===== config.mk =====
export PLATFORM = sky130hd
export DESIGN_NAME = byte_fifo_with_seek_top
export DESIGN_NICKNAME = d
export VERILOG_FILES = /design/src/design/bfs_pkg.sv /design/src/design/byte_fifo_with_seek_top.sv /design/src/design/bfs_ram.sv
export SDC_FILE = /design/constraint.sdc
export NUM_CORES = 2
export LEC_CHECK = 0
export BUFFER_PORTS_ARGS = -buffer_cell sky130_fd_sc_hd__buf_2
export CORE_MARGIN = 2
export CORE_UTILIZATION = 45
export DETAILED_ROUTE_END_ITERATION = 10
export RECOVER_POWER = 50
export SYNTH_ARGS = -nofsm -noshare
export SYNTH_HDL_FRONTEND = slang
export SYNTH_SLANG_ARGS = --single-unit

===== constraint.sdc =====
create_clock -name clk -period 9.4 [get_ports clk]
set_input_delay 0 -clock clk [delete_from_list [all_inputs] [get_ports clk]]
set_output_delay 0 -clock clk [all_outputs]
set_load 0.05 [all_outputs]

===== src/design/bfs_pkg.sv =====
package bfs_pkg;

	// Storage geometry
	localparam int DEPTH = 128;
	localparam int PTR_W = (DEPTH > 1) ? $clog2(DEPTH) : 1;
	localparam int CNT_W = $clog2(DEPTH + 1);

	// Command codes
	localparam logic [2:0] CMD_PUSH  = 3'd0;
	localparam logic [2:0] CMD_POP   = 3'd1;
	localparam logic [2:0] CMD_PEEK  = 3'd2;
	localparam logic [2:0] CMD_SEEK  = 3'd3;
	localparam logic [2:0] CMD_CLEAR = 3'd4;

	// Status codes
	localparam logic [1:0] STAT_OK    = 2'd0;
	localparam logic [1:0] STAT_FULL  = 2'd1;
	localparam logic [1:0] STAT_EMPTY = 2'd2;

	typedef struct packed {
		logic [2:0] cmd;
		logic [7:0] byte_value;
		logic [7:0] slot_index;
	} req_t;

	typedef struct packed {
		logic [7:0] read_data;
		logic [7:0] match_position;
		logic [7:0] fill_count;
		logic [1:0] status;
	} rsp_t;

	typedef enum logic [1:0] {
		ST_IDLE,
		ST_EXEC,
		ST_READ,
		ST_SEEK
	} state_t;

	// Step a ring pointer, wrapping from the last slot to zero
	function automatic logic [PTR_W-1:0] ptr_adv(input logic [PTR_W-1:0] p);
		logic [PTR_W-1:0] r;
		if (p == PTR_W'(DEPTH - 1)) begin
			r = '0;
		end else begin
			r = p + 1'b1;
		end
		return r;
	endfunction

endpackage


===== src/design/byte_fifo_with_seek_top.sv =====
// Circular byte FIFO with delimiter search. Issue a command by raising start
// while busy is low; exactly one result comes back later on rsp, qualified by
// a single-cycle done strobe that must be captured on that cycle since the
// block cannot hold it. Push, clear, unused commands and a pop on an empty
// FIFO finish in the execute state; pop and peek pass through a read state
// because of the registered read port of the byte store RAM, and seek
// streams the held bytes out of the single RAM read port one per cycle,
// oldest first, and retires on the first match or once the last compare
// has missed (at once on an empty FIFO). Reset and clear zero the store
// at once through per-slot valid flags; no sweep is needed.
module byte_fifo_with_seek_top (
	input  logic          clk,
	input  logic          arst_n,
	input  logic          start,
	output logic          busy,
	input  bfs_pkg::req_t req,
	output logic          done,
	output bfs_pkg::rsp_t rsp
);

	bfs_pkg::state_t state_q, state_d;
	bfs_pkg::req_t   req_q;

	logic [bfs_pkg::PTR_W-1:0] rp_q, rp_d;
	logic [bfs_pkg::PTR_W-1:0] wp_q, wp_d;
	logic [bfs_pkg::CNT_W-1:0] cnt_q, cnt_d;
	logic [bfs_pkg::DEPTH-1:0] valid_q;

	// Seek scan state
	logic [bfs_pkg::PTR_W-1:0] cur_q;
	logic [bfs_pkg::CNT_W-1:0] issue_k_q;
	logic                      cmp_v_s1;
	logic [bfs_pkg::CNT_W-1:0] cmp_k_s1;
	logic                      valid_s1;

	// RAM port
	logic                      ram_we;
	logic [bfs_pkg::PTR_W-1:0] ram_waddr;
	logic [7:0]                ram_wdata;
	logic                      ram_re;
	logic [bfs_pkg::PTR_W-1:0] ram_raddr;
	logic [7:0]                ram_rdata;

	// Control from the output decode
	logic          fin;
	bfs_pkg::rsp_t rsp_d;
	logic          vset;
	logic          vclr;
	logic          vclr_all;
	logic          seek_init;
	logic          issue;
	logic          full;
	logic          empty;
	logic          in_range;
	logic [7:0]    rd_byte;

	bfs_ram #(
		.WIDTH(8),
		.DEPTH(bfs_pkg::DEPTH)
	) u_store (
		.clk  (clk),
		.we   (ram_we),
		.waddr(ram_waddr),
		.wdata(ram_wdata),
		.re   (ram_re),
		.raddr(ram_raddr),
		.rdata(ram_rdata)
	);

	assign full     = (cnt_q == bfs_pkg::CNT_W'(bfs_pkg::DEPTH));
	assign empty    = (cnt_q == '0);
	assign in_range = ({1'b0, req_q.slot_index} < 9'(bfs_pkg::DEPTH));
	assign rd_byte  = valid_s1 ? ram_rdata : 8'h00;
	assign issue    = (issue_k_q < cnt_q);

	// Next state
	always_comb begin
		state_d = state_q;
		case (state_q)
			bfs_pkg::ST_IDLE: begin
				if (start) begin
					state_d = bfs_pkg::ST_EXEC;
				end
			end
			bfs_pkg::ST_EXEC: begin
				case (req_q.cmd)
					bfs_pkg::CMD_POP:  state_d = empty ? bfs_pkg::ST_IDLE : bfs_pkg::ST_READ;
					bfs_pkg::CMD_PEEK: state_d = bfs_pkg::ST_READ;
					bfs_pkg::CMD_SEEK: state_d = bfs_pkg::ST_SEEK;
					default:           state_d = bfs_pkg::ST_IDLE;
				endcase
			end
			bfs_pkg::ST_READ: state_d = bfs_pkg::ST_IDLE;
			bfs_pkg::ST_SEEK: begin
				if (fin) begin
					state_d = bfs_pkg::ST_IDLE;
				end
			end
			default: state_d = bfs_pkg::ST_IDLE;
		endcase
	end

	// Output decode: RAM accesses, pointer updates and the result
	always_comb begin
		ram_we               = 1'b0;
		ram_waddr            = wp_q;
		ram_wdata            = req_q.byte_value;
		ram_re               = 1'b0;
		ram_raddr            = rp_q;
		rp_d                 = rp_q;
		wp_d                 = wp_q;
		cnt_d                = cnt_q;
		vset                 = 1'b0;
		vclr                 = 1'b0;
		vclr_all             = 1'b0;
		seek_init            = 1'b0;
		fin                  = 1'b0;
		rsp_d.read_data      = 8'h00;
		rsp_d.match_position = 8'h00;
		rsp_d.status         = bfs_pkg::STAT_OK;
		case (state_q)
			bfs_pkg::ST_EXEC: begin
				case (req_q.cmd)
					bfs_pkg::CMD_PUSH: begin
						fin = 1'b1;
						if (full) begin
							rsp_d.status = bfs_pkg::STAT_FULL;
						end else begin
							ram_we = 1'b1;
							vset   = 1'b1;
							wp_d   = bfs_pkg::ptr_adv(wp_q);
							cnt_d  = cnt_q + 1'b1;
						end
					end
					bfs_pkg::CMD_POP: begin
						if (empty) begin
							fin          = 1'b1;
							rsp_d.status = bfs_pkg::STAT_EMPTY;
						end else begin
							ram_re    = 1'b1;
							ram_raddr = rp_q;
						end
					end
					bfs_pkg::CMD_PEEK: begin
						ram_re    = 1'b1;
						ram_raddr = req_q.slot_index[bfs_pkg::PTR_W-1:0];
					end
					bfs_pkg::CMD_SEEK: begin
						seek_init = 1'b1;
					end
					bfs_pkg::CMD_CLEAR: begin
						fin      = 1'b1;
						vclr_all = 1'b1;
						rp_d     = '0;
						wp_d     = '0;
						cnt_d    = '0;
					end
					default: begin
						fin = 1'b1;
					end
				endcase
			end
			bfs_pkg::ST_READ: begin
				fin = 1'b1;
				if (req_q.cmd == bfs_pkg::CMD_POP) begin
					rsp_d.read_data = rd_byte;
					vclr            = 1'b1;
					rp_d            = bfs_pkg::ptr_adv(rp_q);
					cnt_d           = cnt_q - 1'b1;
				end else begin
					rsp_d.read_data = in_range ? rd_byte : 8'h00;
				end
			end
			bfs_pkg::ST_SEEK: begin
				if (cmp_v_s1 && (rd_byte == req_q.byte_value)) begin
					fin                  = 1'b1;
					rsp_d.match_position = 8'(cmp_k_s1 + 1'b1);
				end else if (!issue && !cmp_v_s1) begin
					fin = 1'b1;
				end else begin
					ram_re    = issue;
					ram_raddr = cur_q;
				end
			end
			default: begin
			end
		endcase
		rsp_d.fill_count = 8'(cnt_d);
	end

	// Hold control state
	always_ff @(posedge clk or negedge arst_n) begin
		if (!arst_n) begin
			state_q <= bfs_pkg::ST_IDLE;
			rp_q    <= '0;
			wp_q    <= '0;
			cnt_q   <= '0;
			valid_q <= '0;
			done    <= 1'b0;
		end else begin
			state_q <= state_d;
			rp_q    <= rp_d;
			wp_q    <= wp_d;
			cnt_q   <= cnt_d;
			done    <= fin;
			if (vclr_all) begin
				valid_q <= '0;
			end else begin
				if (vset) begin
					valid_q[wp_q] <= 1'b1;
				end
				if (vclr) begin
					valid_q[rp_q] <= 1'b0;
				end
			end
		end
	end

	// Advance the seek scan and track the compare stage
	always_ff @(posedge clk or negedge arst_n) begin
		if (!arst_n) begin
			cmp_v_s1  <= 1'b0;
			issue_k_q <= '0;
			cur_q     <= '0;
		end else if (seek_init) begin
			cmp_v_s1  <= 1'b0;
			issue_k_q <= '0;
			cur_q     <= rp_q;
		end else if (state_q == bfs_pkg::ST_SEEK) begin
			cmp_v_s1 <= ram_re;
			if (ram_re) begin
				issue_k_q <= issue_k_q + 1'b1;
				cur_q     <= bfs_pkg::ptr_adv(cur_q);
			end
		end
	end

	// Capture the transaction, the read-side tags and the result
	always_ff @(posedge clk) begin
		if ((state_q == bfs_pkg::ST_IDLE) && start) begin
			req_q <= req;
		end
		if (ram_re) begin
			valid_s1 <= valid_q[ram_raddr];
			cmp_k_s1 <= issue_k_q;
		end
		if (fin) begin
			rsp <= rsp_d;
		end
	end

	assign busy = (state_q != bfs_pkg::ST_IDLE);

endmodule


===== src/design/bfs_ram.sv =====
module bfs_ram #(
	parameter int WIDTH = 8,
	parameter int DEPTH = 128
) (
	input  logic                                   clk,
	input  logic                                   we,
	input  logic [((DEPTH > 1) ? $clog2(DEPTH) : 1)-1:0] waddr,
	input  logic [WIDTH-1:0]                       wdata,
	input  logic                                   re,
	input  logic [((DEPTH > 1) ? $clog2(DEPTH) : 1)-1:0] raddr,
	output logic [WIDTH-1:0]                       rdata
);

	logic [WIDTH-1:0] mem [DEPTH];

	// Write port
	always_ff @(posedge clk) begin
		if (we) begin
			mem[waddr] <= wdata;
		end
	end

	// Registered read port
	always_ff @(posedge clk) begin
		if (re) begin
			rdata <= mem[raddr];
		end
	end

endmodule


==> flow_metrics.py <==
metrics = {
    "worst_setup_path": {
        "crit_slowest_cell": "clkbuf_1",
        "cp-end-kind": "flop",
        "worst_setup_path_start_kind": "flop",
        "cp_common_cell": "nand3_1",
        "crit_required_ns": 9.97,
        "critPathKind": "reg2reg",
        "arrival_ns": 7.90,
        "path_cells": "clkbuf_1, nand3_1, o22ai_1, o22ai_1, nor4_1, a211o_4, buf_12, nand2_1, nand3_1, a211oi_1, nor4_1, nand3_1, nor4_2",
        "rrSetupSlack_ns": 2.07,
        "critPathMaxFanout": 149,
        "max_stage_delay_ns": 1.92,
    },
    "power": {
        "powerDensity_nw_per_um2": 244,
        "p_int_mw": 10.1,
        "p_total_mw": 14.3,
        "power_frac_clock_pct": 36.5,
        "p_sw_share_pct": 29.5,
        "p_seq_share_pct": 46.4,
        "ir_drop_mv": 0.199,
        "pwr-share-comb_pct": 17.1,
        "p_leak_nw": 20.0,
        "switchingPower_mw": 4.21,
    },
    "drt": {
        "first_iter_violations": 4955,
        "drc": 0,
        "ant_nets": 0,
        "first_pass_iters": 6,
        "post_drt_wl_per_cell_um": 26.7,
        "vias": 34400,
        "totalWireLength_um": 150000,
        "avgViaCountPerCell": 6.12,
    },
    "yosys": {
        "synth_seq_cells": 1255,
        "ys_warn_count": 0,
        "synthArstFlopShare_pct": 13.5,
        "synth_ff_type": "edfxtp_1",
        "syn_inst": 3949,
        "syn-cell-area_um2": 52400,
        "synth_edf_count": 1086,
        "synth_top_area_cell": "edfxtp_1",
        "syn-mean-instance-area_um2": 13.3,
        "synth_fp_nets": 3989,
        "synth_top_area_share_pct": 62.2,
        "synthTopCellsByArea": "edfxtp_1 62%, dfrtp_1 8.1%, nand2_1 5.7%, mux2i_1 3.4%, nand3_1 3.1%",
        "ys_seq_area_share_pct": 70.3,
        "ys_types": 69,
    },
    "placed_design": {
        "port-buffer-count": 49,
        "gp_congestion": 0.897,
        "hpwl_um": 88600,
        "place_ws_ns": 3.34,
    },
    "final_layout": {
        "area.growth.synth_to_final_pct": 11.9,
        "num-fill-cells": 9830,
        "drive_above_1_share_pct": 10.7,
        "layout_commonest_cell": "edfxtp_1",
        "postLayoutCoreUtil_pct": 50.6,
        "final_nets": 4032,
        "final_cell_mix": "1,086 x edfxtp_1, 801 x nand2_1, 321 x nand3_1",
        "multi_input_area_um2": 14300,
        "regArea_um2": 36800,
    },
    "global_route": {
        "grt_pass1_wl_um": 221000,
        "grt_max_degree": 150,
        "grt_pass1_vias": 32300,
        "gr-total-overflow": 0,
        "antenna_found_initial": 1,
        "groute.usage.overall_pct": 24.8,
    },
    "hold_path": {
        "hp-class": "in2reg",
    },
    "clocking": {
        "cts_sinks": 1255,
        "cts_resized": 0,
        "clock_latency_ns": 0.76,
        "root_buffer": "clkbuf_16",
        "cts_buffer_depth": 3,
        "clk_pin_slew_worst_paths_ns": 0.06,
        "numCtsBuffers": 133,
        "cts_tree": "built",
        "h-tree-depth": 4,
    },
    "sta": {
        "setup_ws_ns": 2.07,
        "worst_pin_slew_ns": 4.80,
        "period_minus_slack_ns": 7.33,
        "final.period_utilization_pct": 78.0,
        "final.setup.tns_ns": 0,
        "whs_ns": 0.141,
        "finClkSkew_ns": 0.0339,
        "rsz0062_at_grt": "no",
        "max_freq_ghz": 0.136,
        "hold_viol_final": 0,
        "slew_viol_final": 999,
        "setup_viol": 0,
        "relSlewSlack_pct": -220,
    },
    "floorplan": {
        "rows": 125,
        "die_h_um": 345,
        "die_w_um": 345,
        "io_pins": 50,
        "core_area_um2": 116000,
        "start_util_pct": 45.2,
        "die-area_um2": 119000,
    },
    "outcome": {
        "violations": "max-capacitance violations, max-slew violations",
        "status": "finished, violations left",
    },
    "flow_run": {
        "maxCapViolCount": 16,
    },
}
[cells in the mapped netlist, drive strengths merged (5+ instances only)]
cell	instances
edfxtp	1086
nand2	802
nand3	321
nor2	205
mux2i	180
dfrtp	169
a21oi	151
buf	138
o221a	128
clkbuf	115
o21ai	78
o2bb2ai	77
a211oi	55
nor4	42
and3	40
a2111oi	37
nand4	30
a221oi	27
inv	20
o22ai	20
mux2	19
ha	18
o211ai	18
nor3	16
nor2b	14
xor2	14
a211o	11
and2	11
a311oi	10
o311ai	10
o32a	9
nor3b	8
or3	8
a221o	6
a31oi	6
nand2b	5
o31ai	5
[per-stage QoR]
stage | area [µm²] | instances
after CTS | 58800 | 5623
after detailed placement | 54000 | 5340
after global routing | 58700 | 5623
after floorplan | 52400 | 3949
final | 58700 | 5624
after global placement | 54000 | 5339
[layer usage]
layer	wire length [µm]	GRT usage [%]
met1	65900	37.0
met2	66500	36.3
met3	12800	4.47
met4	4850	8.66
met5	13	0
[critical path: cells and delay by family (launching register included)]
kind | cells | cell delay, ns
simple gates | 7 | 2.79
buf+inv | 2 | 2.51
compound gates | 4 | 1.30
flops | 1 | 0.38
[power by group through the flow]
stage                     Sequential [mW]  Clock (mW)  Combinational [mW]
after floorplan                      6.97           0                1.32
final                                6.63        5.22                2.44
after global placement               6.69           0                2.42
after CTS                            6.58        5.26                2.46
after global routing                 6.64        5.49                2.61
after detailed placement             6.69           0                2.44
[cell families after synthesis]
logic type	after synthesis	synth area share, %
AO/OA/AOI/OAI	670	9.91
XOR/XNOR	17	0.284
adder cells (fa/ha/maj)	18	0.430
AND/OR/NAND/NOR	1517	12.7
buffers and inverters	273	2.51
flip-flops	1255	70.3
multiplexers	199	3.85
[state kept, by name, summed over array words and instances (netlist names)]
register / flops
req_q: 11
cmp_v_s1: 1
issue_k_q: 8
cmp_k_s1: 8
cur_q: 7
done: 1
rsp: 26
u_store.mem: 1024
u_store.rdata: 8
valid_s1: 1
ram_wdata: 8
ram_waddr: 7
state_q: 2
rp_q: 7
valid_q: 128
cnt_q: 8
[final cells by class]
class,instances,share of cell area [%]
Clock inverter,57,0.911
Sequential cell,1255,62.8
Clock buffer,185,6.47
Antenna cell,1,0.00427
Inverter,20,0.128
Multi-Input combinational cell,2421,24.4
Timing Repair Buffer,161,2.00
Tap cell,1524,3.25
[final timing paths]
kind	startpoint	to	cells past startpoint
max	ram_wdata[3]$_DFFE_PP_	u_store.rdata[2]$_DFFE_PP_	13
min	req[15]	ram_wdata[7]$_DFFE_PP_	2
max reg2reg	ram_wdata[3]$_DFFE_PP_	u_store.rdata[2]$_DFFE_PP_	13
min reg2reg	issue_k_q[7]$_DFFE_PN0P_	cmp_k_s1[7]$_DFFE_PP_	0
max in group asynchronous	arst_n	valid_q[18]$_DFF_PN0_	5
min in group asynchronous	arst_n	rp_q[0]$_DFFE_PN0P_	4
[repair_timing]
| action | in CTS | in global routing |
|---|---|---|
| setup buffers | 0 | 0 |
| setup endpoints to repair | 0 | 0 |
| endpoints found under the hold margin | 127 | 0 |
| hold buffers | 41 | 0 |
(Power assumes the default switching activity.)
